File: config.mk
export PLATFORM = sky130hd
export DESIGN_NAME = zbtr_front
export DESIGN_NICKNAME = d
export VERILOG_FILES = /design/src/rtl/zbtr_pkg.sv /design/src/rtl/zbtr_front.sv
export SDC_FILE = /design/constraint.sdc
export NUM_CORES = 1
export LEC_CHECK = 0
export ABC_AREA = 1
export BUFFER_PORTS_ARGS = -buffer_cell sky130_fd_sc_hd__buf_2
export CAP_MARGIN = 30
export CORE_MARGIN = 2
export CORE_UTILIZATION = 35
export CTS_CLUSTER_DIAMETER = 50
export CTS_CLUSTER_SIZE = 25
export DETAILED_ROUTE_END_ITERATION = 7
export GPL_TIMING_DRIVEN = 0
export PLACE_DENSITY = 0.62
export SETUP_SLACK_MARGIN = 0.3
export SYNTH_ARGS = -nofsm -noshare
export SYNTH_HDL_FRONTEND = slang
export SYNTH_SLANG_ARGS = --single-unit
export TNS_END_PERCENT = 1
File: constraint.sdc
create_clock -name clk -period 7.42 [get_ports clk]
set_input_delay 0.742 -clock clk [delete_from_list [all_inputs] [get_ports clk]]
set_output_delay 0.742 -clock clk [all_outputs]
set_load 0.03 [all_outputs]
File: src/rtl/zbtr_pkg.sv
package zbtr_pkg;

  localparam int FRAC_BITS_DEF     = 16;
  localparam int SCREEN_WIDTH_DEF  = 320;
  localparam int SCREEN_HEIGHT_DEF = 200;

  // Integer bits carried above the fraction in edge and span accumulators.
  localparam int INT_W = 16;
  // Divisor width: vertical extents reach 4095, spans stay below 1024.
  localparam int DEN_W = 14;

  localparam int CMDQ_DEPTH = 2;
  localparam int CMDQ_PTR_W = 1;

  localparam logic FUNC_LOAD = 1'b0;
  localparam logic FUNC_TICK = 1'b1;

  localparam logic [7:0] DEPTH_FAR = 8'h80;

  typedef struct packed {
    logic signed [11:0] x;
    logic signed [11:0] y;
    logic signed [7:0]  z;
  } vtx_t;

  typedef struct packed {
    logic       func;
    vtx_t       top;
    vtx_t       mid;
    vtx_t       bot;
    logic [7:0] colour;
  } cmd_t;

  typedef struct packed {
    logic        write_valid;
    logic [15:0] pixel_address;
    logic [7:0]  pixel_colour;
    logic        triangle_done;
  } res_t;

  typedef enum logic [1:0] {
    PH_IDLE,
    PH_LINE,
    PH_SPAN
  } phase_t;

  typedef enum logic [3:0] {
    S_CLEAR,
    S_WAIT,
    S_LD_DIV,
    S_LD_WAIT,
    S_LD_FIN,
    S_LN_DIV,
    S_LN_WAIT,
    S_LN_STEP,
    S_LN_EVAL,
    S_SP_WAIT,
    S_PX_RD,
    S_PX_WR
  } state_t;

endpackage

File: src/rtl/zbtr_front.sv
module zbtr_front (
  input  logic                 clk,
  input  logic                 rst_n,
  input  logic                 in_push,
  output logic                 in_full,
  input  logic                 in_func,
  input  logic signed [11:0]   in_a_x,
  input  logic signed [11:0]   in_a_y,
  input  logic signed [7:0]    in_a_z,
  input  logic signed [11:0]   in_b_x,
  input  logic signed [11:0]   in_b_y,
  input  logic signed [7:0]    in_b_z,
  input  logic signed [11:0]   in_c_x,
  input  logic signed [11:0]   in_c_y,
  input  logic signed [7:0]    in_c_z,
  input  logic [7:0]           in_colour,
  output logic                 cmd_valid,
  output zbtr_pkg::cmd_t       cmd,
  input  logic                 cmd_pop
);

  zbtr_pkg::vtx_t v0, v1, v2, s0, s1, s2, t;
  zbtr_pkg::cmd_t sorted;

  zbtr_pkg::cmd_t                     q_r [zbtr_pkg::CMDQ_DEPTH];
  logic [zbtr_pkg::CMDQ_PTR_W-1:0]    wr_r, wr_nxt, rd_r, rd_nxt;
  logic [zbtr_pkg::CMDQ_PTR_W:0]      cnt_r, cnt_nxt;
  logic                               push_ok, pop_ok;

  // Three-step compare-exchange on y, done as the item enters.
  always_comb begin
    v0 = '{x: in_a_x, y: in_a_y, z: in_a_z};
    v1 = '{x: in_b_x, y: in_b_y, z: in_b_z};
    v2 = '{x: in_c_x, y: in_c_y, z: in_c_z};
    s0 = v0; s1 = v1; s2 = v2;
    t  = v0;
    if ($signed(s0.y) > $signed(s1.y)) begin
      t = s0; s0 = s1; s1 = t;
    end
    if ($signed(s0.y) > $signed(s2.y)) begin
      t = s0; s0 = s2; s2 = t;
    end
    if ($signed(s1.y) > $signed(s2.y)) begin
      t = s1; s1 = s2; s2 = t;
    end
    sorted.func   = in_func;
    sorted.top    = s0;
    sorted.mid    = s1;
    sorted.bot    = s2;
    sorted.colour = in_colour;
  end

  assign in_full   = (cnt_r == (zbtr_pkg::CMDQ_PTR_W+1)'(zbtr_pkg::CMDQ_DEPTH));
  assign cmd_valid = (cnt_r != '0);
  assign cmd       = q_r[rd_r];
  assign push_ok   = in_push && !in_full;
  assign pop_ok    = cmd_pop && cmd_valid;

  always_comb begin
    wr_nxt  = push_ok ? wr_r + 1'b1 : wr_r;
    rd_nxt  = pop_ok  ? rd_r + 1'b1 : rd_r;
    cnt_nxt = cnt_r;
    if (push_ok && !pop_ok) begin
      cnt_nxt = cnt_r + 1'b1;
    end else if (pop_ok && !push_ok) begin
      cnt_nxt = cnt_r - 1'b1;
    end
  end

  always_ff @(posedge clk) begin
    if (!rst_n) begin
      wr_r  <= '0;
      rd_r  <= '0;
      cnt_r <= '0;
    end else begin
      wr_r  <= wr_nxt;
      rd_r  <= rd_nxt;
      cnt_r <= cnt_nxt;
    end
  end

  always_ff @(posedge clk) begin
    if (push_ok) begin
      q_r[wr_r] <= sorted;
    end
  end

endmodule

==> impl_metrics.csv, run 1 <==
group,metric,value,unit
power_and_ir_drop,power_density,437,mW/mm^2
run_status,status,"completed",
cts,post_cts_buffers,0,
final_layout,regArea,0.00641,mm^2
floorplanning,core_area,0.0318,mm^2
floorplanning,ios,216,
floorplanning,placement_rows,65,
setup_path,startpoint_type,"input port",
detailed_routing,vias,9092,
cts,root_buffer,"clkbuf_16",
grt,grt_pass1_wl,48700,um
final_layout,fill_cells,3054,
worst_hold_path,worstHoldStart,"in_colour[4]",
synthesis,syn_nets,1230,
detailed_routing,drc,0,
setup_path,crit_top_cell,"nand2_1",
setup_path,rr_startpoint,"cnt_r[1]$_SDFFE_PN0P_",
sta,tightest_slew,0.861,ns
setup_path,critPathMaxFanout,10,
cts,clk_pin_slew,0.07,ns
setup_path,slowest_stage,"buf_1",
final_layout,drive_above_1_share,32.2,%
detailed_routing,wl_per_cell,18.5,um
synthesis,synth-seq-area-share,56.4,%
synthesis,avgSynthCellArea,10.5,um^2
sta,maxSlewHeadroom,42.5,%
sta,setup_viol,0,
setup_path,r2r_cells,5,
final_layout,syn2layout_area_growth,24.0,%
cts,clkSinkCount,215,
floorplanning,start_util,35.8,%
cts,numCtsBuffers,28,
setup_path,r2r-end,"q_r[1][25]$_DFFE_PP_",
synthesis,yosysWarnings,0,
sta,tns,0,ns
placed_design,io_buffers,215,
floorplanning,die_area,0.0339,mm^2
final_layout,layout_commonest_cell,"nand2_1",
worst_hold_path,hold_depth,1,
sta,timing.fmax,170,MHz
worst_hold_path,hold_path.class,"input port to flip-flop",
synthesis,synthCells,1084,
detailed_routing,drtIter0Drc,801,
placed_design,routabilityCongestion,0.856,
cts,insertion_delay,0.55,ns
synthesis,synth_cell_type_count,32,
cts,clockBufferDepth,3,
sta,post-route-period-util,79.0,%
setup_path,path_buf_inv,8,
power_and_ir_drop,power,6.16,mW
cts,hold_buffers,0,
grt,grt_overflow,0,
final_layout,nNetsFinal,1481,
setup_path,endpoint_kind,"flip-flop",
grt,grt_max_degree,31,
synthesis,netlist_area,0.0114,mm^2
detailed_routing,drt-vias-per-instance,5.06,
placed_design,hpwl,24300,um
setup_path,required,7.81,ns
detailed_routing,drt_wl_total,33300,um
flow_run,cap_violations,0,
sta,rsz0062_at_grt,"false",
setup_path,rrSetupSlack,5.15,ns
sta,finalHoldViolCount,0,
sta,worst_clock_skew,0.0252,ns
detailed_routing,drtPass1Iterations,5,
floorplanning,die-height,184,um
cts,cts_tree,"done",
sta,finalMaxSlewViolations,0,
worst_hold_path,whs_endpoint,"q_r[0][4]$_DFFE_PP_",
detailed_routing,drtAntennaViolNets,0,
grt,antenna_found_initial,8,
final_layout,mostFrequentLayoutCells,"263 x nand2_1, 239 x buf_2, 210 x edfxtp_1, 167 x nand3_1, 105 x mux2_2",
final_layout,final_core_util,44.3,%
setup_path,slowest_delay,0.59,ns
grt,first_global_vias,8399,
power_and_ir_drop,ir_drop,0.224,mV
cts,cts.repair.resized,0,
placed_design,dp_slack,1.06,ns
setup_path,worstPathArrival,6.25,ns
final_layout,multi_input_area,0.00435,mm^2
synthesis,ys_ff_latch,215,
sta,fin_crit,5.87,ns
setup_path,cp_top_family,"simple AND/OR/NAND/NOR gates",
floorplanning,die_w,184,um
grt,grt_usage,19.1,%
power_and_ir_drop,p_leak,6.12,nW
cts,htreeDepth,1,
sta,setup_slack,1.55,ns
setup_path,path_class,"input port to flip-flop",
==> registers in the layout, summed over array words and instances, names as in the netlist, named ones only <==
signal / count
cnt_r: 2
rd_r: 1
wr_r: 1
q_r: 210
==> final cells by class <==
cell class / count / area share (%)
Sequential cell: 215 / 45.4
Multi-Input combinational cell: 725 / 30.9
Timing Repair Buffer: 221 / 8.49
Clock buffer: 29 / 5.00
Tap cell: 435 / 3.86
Inverter: 90 / 2.40
Buffer: 54 / 2.06
Clock inverter: 23 / 1.79
Antenna cell: 6 / 0.107
==> through the flow <==
step	hold slack [ns]	cells	area (um^2)
CTS	0.360	1792	14100
floorplan	0.447	1084	11400
global placement	0.458	1734	13000
global route	0.364	1795	14100
finish	0.378	1798	14100
detailed placement	0.474	1740	13100
==> power breakdown <==
part | leakage [nW] | internal [mW] | switching [mW] | total, mW
logic | 3.66 | 0.866 | 1.97 | 2.84
registers | 2.01 | 1.90 | 0.0624 | 1.96
clock network | 0.451 | 0.786 | 0.571 | 1.36
total | 6.12 | 3.55 | 2.61 | 6.16
==> routing by layer <==
layer  up-vias  part of all wire (%)  global-route usage, %
li1       4309                     -                      -
met1      4310                    43                   25.9
met2       398                    47                   31.4
met3        71                   7.0                   3.50
met4         4                   2.4                   5.54
met5         -                 0.084                      0
==> Yosys cell counts (all sizes together) <==
master	n	area (um^2)
a31oi	20	125
nand3b	1	7.51
o21ai	32	160
dfxtp	5	100
and2b	1	7.51
clkbuf	8	31.3
ha	37	463
or2	21	131
a21o	3	22.5
and3	1	6.26
buf	46	259
nand2	266	1010
nand4	3	18.8
edfxtp	210	6310
nand3	178	946
a21oi	16	80.1
mux2	105	1180
inv	90	338
o21ba	1	10.0
and2	3	18.8
nor2	37	149
==> worst max-delay path by stage <==
stage / to / startpoint / depth (start not counted)
2_1_floorplan: q_r[1][0]$_DFFE_PP_ / in_push / 2
3_3_place_gp: q_r[1][55]$_DFFE_PP_ / in_push / 3
3_5_place_dp: q_r[0][34]$_DFFE_PP_ / in_b_y[11] / 36
4_1_cts: q_r[1][54]$_DFFE_PP_ / in_b_y[11] / 37
5_1_grt: q_r[1][31]$_DFFE_PP_ / in_b_y[11] / 41
6_report: q_r[0][33]$_DFFE_PP_ / in_b_y[11] / 36
==> kinds of logic (layout without fill, tap and decap cells) <==
logic type | after synthesis | after routing | synth area share, %
DFF | 215 | 215 | 56.4
and+or+nand+nor | 511 | 511 | 20.2
adders and majority gates | 37 | 37 | 4.07
other | 0 | 6 | 0
AOI/OAI and AO/OA | 72 | 72 | 3.50
buffers and inverters | 144 | 417 | 5.52
muxes | 105 | 105 | 10.4
Note: power is estimated with default switching activity, not from simulation.
==> inputs of run 2 (changes only) <==
--- a/config.mk
+++ b/config.mk
@@ -5,7 +5,7 @@
 export SDC_FILE = /design/constraint.sdc
 export NUM_CORES = 1
 export LEC_CHECK = 0
-export ABC_AREA = 1
+export ABC_AREA = 0
 export BUFFER_PORTS_ARGS = -buffer_cell sky130_fd_sc_hd__buf_2
 export CAP_MARGIN = 30
 export CORE_MARGIN = 2
@@ -14,7 +14,7 @@
 export CTS_CLUSTER_SIZE = 25
 export DETAILED_ROUTE_END_ITERATION = 7
 export GPL_TIMING_DRIVEN = 0
-export PLACE_DENSITY = 0.62
+export PLACE_DENSITY = 0.64
 export SETUP_SLACK_MARGIN = 0.3
 export SYNTH_ARGS = -nofsm -noshare
 export SYNTH_HDL_FRONTEND = slang
==> constraint.sdc (replaced) <==
create_clock -name clk -period 5 [get_ports clk]
set_input_delay 0.5 -clock clk [delete_from_list [all_inputs] [get_ports clk]]
set_output_delay 0.5 -clock clk [all_outputs]
set_load 0.03 [all_outputs]
==> impl_metrics.csv, run 2 <==
group,metric,value,unit
run_status,status,"finished, violations left",
run_status,violations,"negative setup slack",
final_layout,largest_register_ffs,210,
setup_path,required,5.29,ns
synthesis,synth_top_area_cell,"edfxtp_1",
grt,grt_usage,20.5,%
sta,maxSlewHeadroom,41.0,%
synthesis,netlist_area,0.0115,mm^2
grt,grt_overflow,0,
sta,finalHoldViolCount,0,
setup_path,slowest_delay,0.59,ns
sta,setup_slack,-0.704,ns
power_and_ir_drop,p_leak,6.13,nW
cts,root_buffer,"clkbuf_16",
floorplanning,die_w,185,um
setup_path,path_class,"input port to flip-flop",
flow_run,cap_violations,0,
power_and_ir_drop,power,9.38,mW
synthesis,synth_cell_type_count,54,
synthesis,netlist_top_cells_count,"210 x edfxtp_1, 106 x mux2_2, 91 x nor2_1",
floorplanning,ios,216,
cts,numCtsBuffers,29,
setup_path,crit_top_cell,"buf_6",
setup_path,endpoint_kind,"flip-flop",
detailed_routing,drtIter0Drc,663,
grt,grt_pass1_wl,52500,um
setup_path,worstPathArrival,6.00,ns
sta,post-route-period-util,114,%
synthesis,post-synth-top-count-cell,"edfxtp_1",
worst_hold_path,hold_path.class,"input port to flip-flop",
setup_path,cp_top_family,"simple AND/OR/NAND/NOR gates",
placed_design,hpwl,24500,um
sta,rsz0062_at_grt,"true",
sta,timing.fmax,175,MHz
floorplanning,core_area,0.0324,mm^2
sta,worst_clock_skew,0.0154,ns
synthesis,synth-seq-area-share,55.9,%
detailed_routing,drt_wl_total,36600,um
final_layout,fill_cells,2906,
synthesis,synth_area_leaders,"edfxtp_1 55%, mux2_2 10%, ha_1 4.0%",
final_layout,regMostFlops,"q_r",
cts,clk_pin_slew,0.07,ns
detailed_routing,drt-vias-per-instance,5.42,
floorplanning,start_util,35.4,%
final_layout,drive_above_1_share,46.2,%
detailed_routing,drtPass1Iterations,8,
synthesis,yosysWarnings,0,
detailed_routing,drtAntennaViolNets,0,
final_layout,regArea,0.00641,mm^2
final_layout,layout_commonest_cell,"edfxtp_1",
sta,tns,-68.30,ns
cts,htreeDepth,1,
synthesis,ys_ff_latch,215,
floorplanning,die-height,185,um
setup_path,critPathMaxFanout,7,
placed_design,io_buffers,215,
grt,antenna_found_initial,5,
cts,cts_tree,"done",
floorplanning,placement_rows,66,
placed_design,routabilityCongestion,0.852,
sta,setup_viol,128,
synthesis,yosys.area.top_type_share,55.0,%
detailed_routing,drc,0,
synthesis,async_flop_share,0,%
sta,tightest_slew,0.885,ns
final_layout,mostFrequentLayoutCells,"210 x edfxtp_1, 205 x buf_2, 106 x mux2_2, 87 x nor2_1, 41 x a21o_1",
detailed_routing,vias,9081,
setup_path,startpoint_type,"input port",
sta,finalMaxSlewViolations,0,
detailed_routing,wl_per_cell,21.9,um
synthesis,synthFlopType,"edfxtp_1",
synthesis,syn_nets,1065,
setup_path,slowest_stage,"or4_4",
synthesis,synthCells,919,
final_layout,nNetsFinal,1352,
cts,clkSinkCount,215,
cts,clockBufferDepth,3,
final_layout,multi_input_area,0.00527,mm^2
final_layout,reg.largest.list,"q_r x210, cnt_r x2",
sta,fin_crit,5.70,ns
setup_path,path_buf_inv,11,
floorplanning,die_area,0.0342,mm^2
power_and_ir_drop,power_density,599,mW/mm^2
synthesis,synth_edf_count,210,
synthesis,avgSynthCellArea,12.5,um^2
power_and_ir_drop,ir_drop,0.304,mV
final_layout,syn2layout_area_growth,36.7,%
grt,first_global_vias,8982,
cts,insertion_delay,0.56,ns
grt,grt_max_degree,61,
==> run 2: final timing paths <==
| check | start | endpoint | slack [ns] | cells after the start |
|---|---|---|---|---|
| hold reg to reg | cnt_r[1]$_SDFFE_PN0P_ | cnt_r[1]$_SDFFE_PN0P_ | 0.51 | 2 |
| hold / removal | in_colour[4] | q_r[0][4]$_DFFE_PP_ | 0.12 | 1 |
| setup / recovery | in_a_y[4] | q_r[1][27]$_DFFE_PP_ | -0.70 | 31 |
| setup reg to reg | cnt_r[0]$_SDFFE_PN0P_ | q_r[0][37]$_DFFE_PP_ | 3.00 | 6 |
==> run 2: per-layer routing <==
layer  vias to the layer above  track usage (%)  share of wire (%)
met5                         -                0                  0
li1                       4105                -                  -
met1                      4483             27.1                 44
met3                        87             3.52                7.0
met2                       406             33.5                 46
met4                         0             7.94                3.4
==> run 2: cell type report <==
type	instances	area share [%]
antenna	5	0.0799
buffer	60	3.27
clock buffer	31	4.68
clock inverter	23	1.88
inverter	40	1.17
multi-input combinational	604	33.6
sequential	215	40.9
tap	442	3.53
timing repair buffer	256	10.9
==> run 2: worst register-to-register path: stages, from the launching register on <==
cell and delay [ns]:
dfxtp_1 0.38, nand2b_1 0.17, nand2_1 0.13, nor2_4 0.34, buf_12 0.25, buf_16 0.20, buf_12 0.22
==> run 2: power breakdown <==
part | switching (mW) | internal, mW
sequential | 0.0827 | 2.64
clock | 0.862 | 1.30
combinational | 2.76 | 1.74
==> run 2: stage by stage <==
stage	util (%)	setup WS [ns]	hold WS (ns)	instances	area (um^2)
2_1_floorplan	-	-0.690	0.473	919	11700
3_3_place_gp	41.1	-3.61	0.485	1576	13300
6_report	48.4	-0.704	0.122	1676	15700
5_1_grt	48.4	-0.873	0.112	1676	15700
3_5_place_dp	41.6	-2.20	0.507	1582	13500
4_1_cts	47.1	-0.692	0.104	1663	15200
==> run 2: logic make-up after synthesis <==
group / synth area share, %
DFF: 55.9
AOI/OAI and AO/OA: 14.2
and+or+nand+nor: 8.21
muxes: 13.5
buffers and inverters: 3.90
adders and majority gates: 4.04
xor gates and xnor gates: 0.229
==> run 2: repair_timing <==
action	in CTS	in global routing
gates resized for setup	119	79
buffers inserted	23	8
endpoints found under the setup margin	150	130
hold buffers	0	0
cloned	4	0
hold endpoints to repair	0	0
pin swaps	30	31
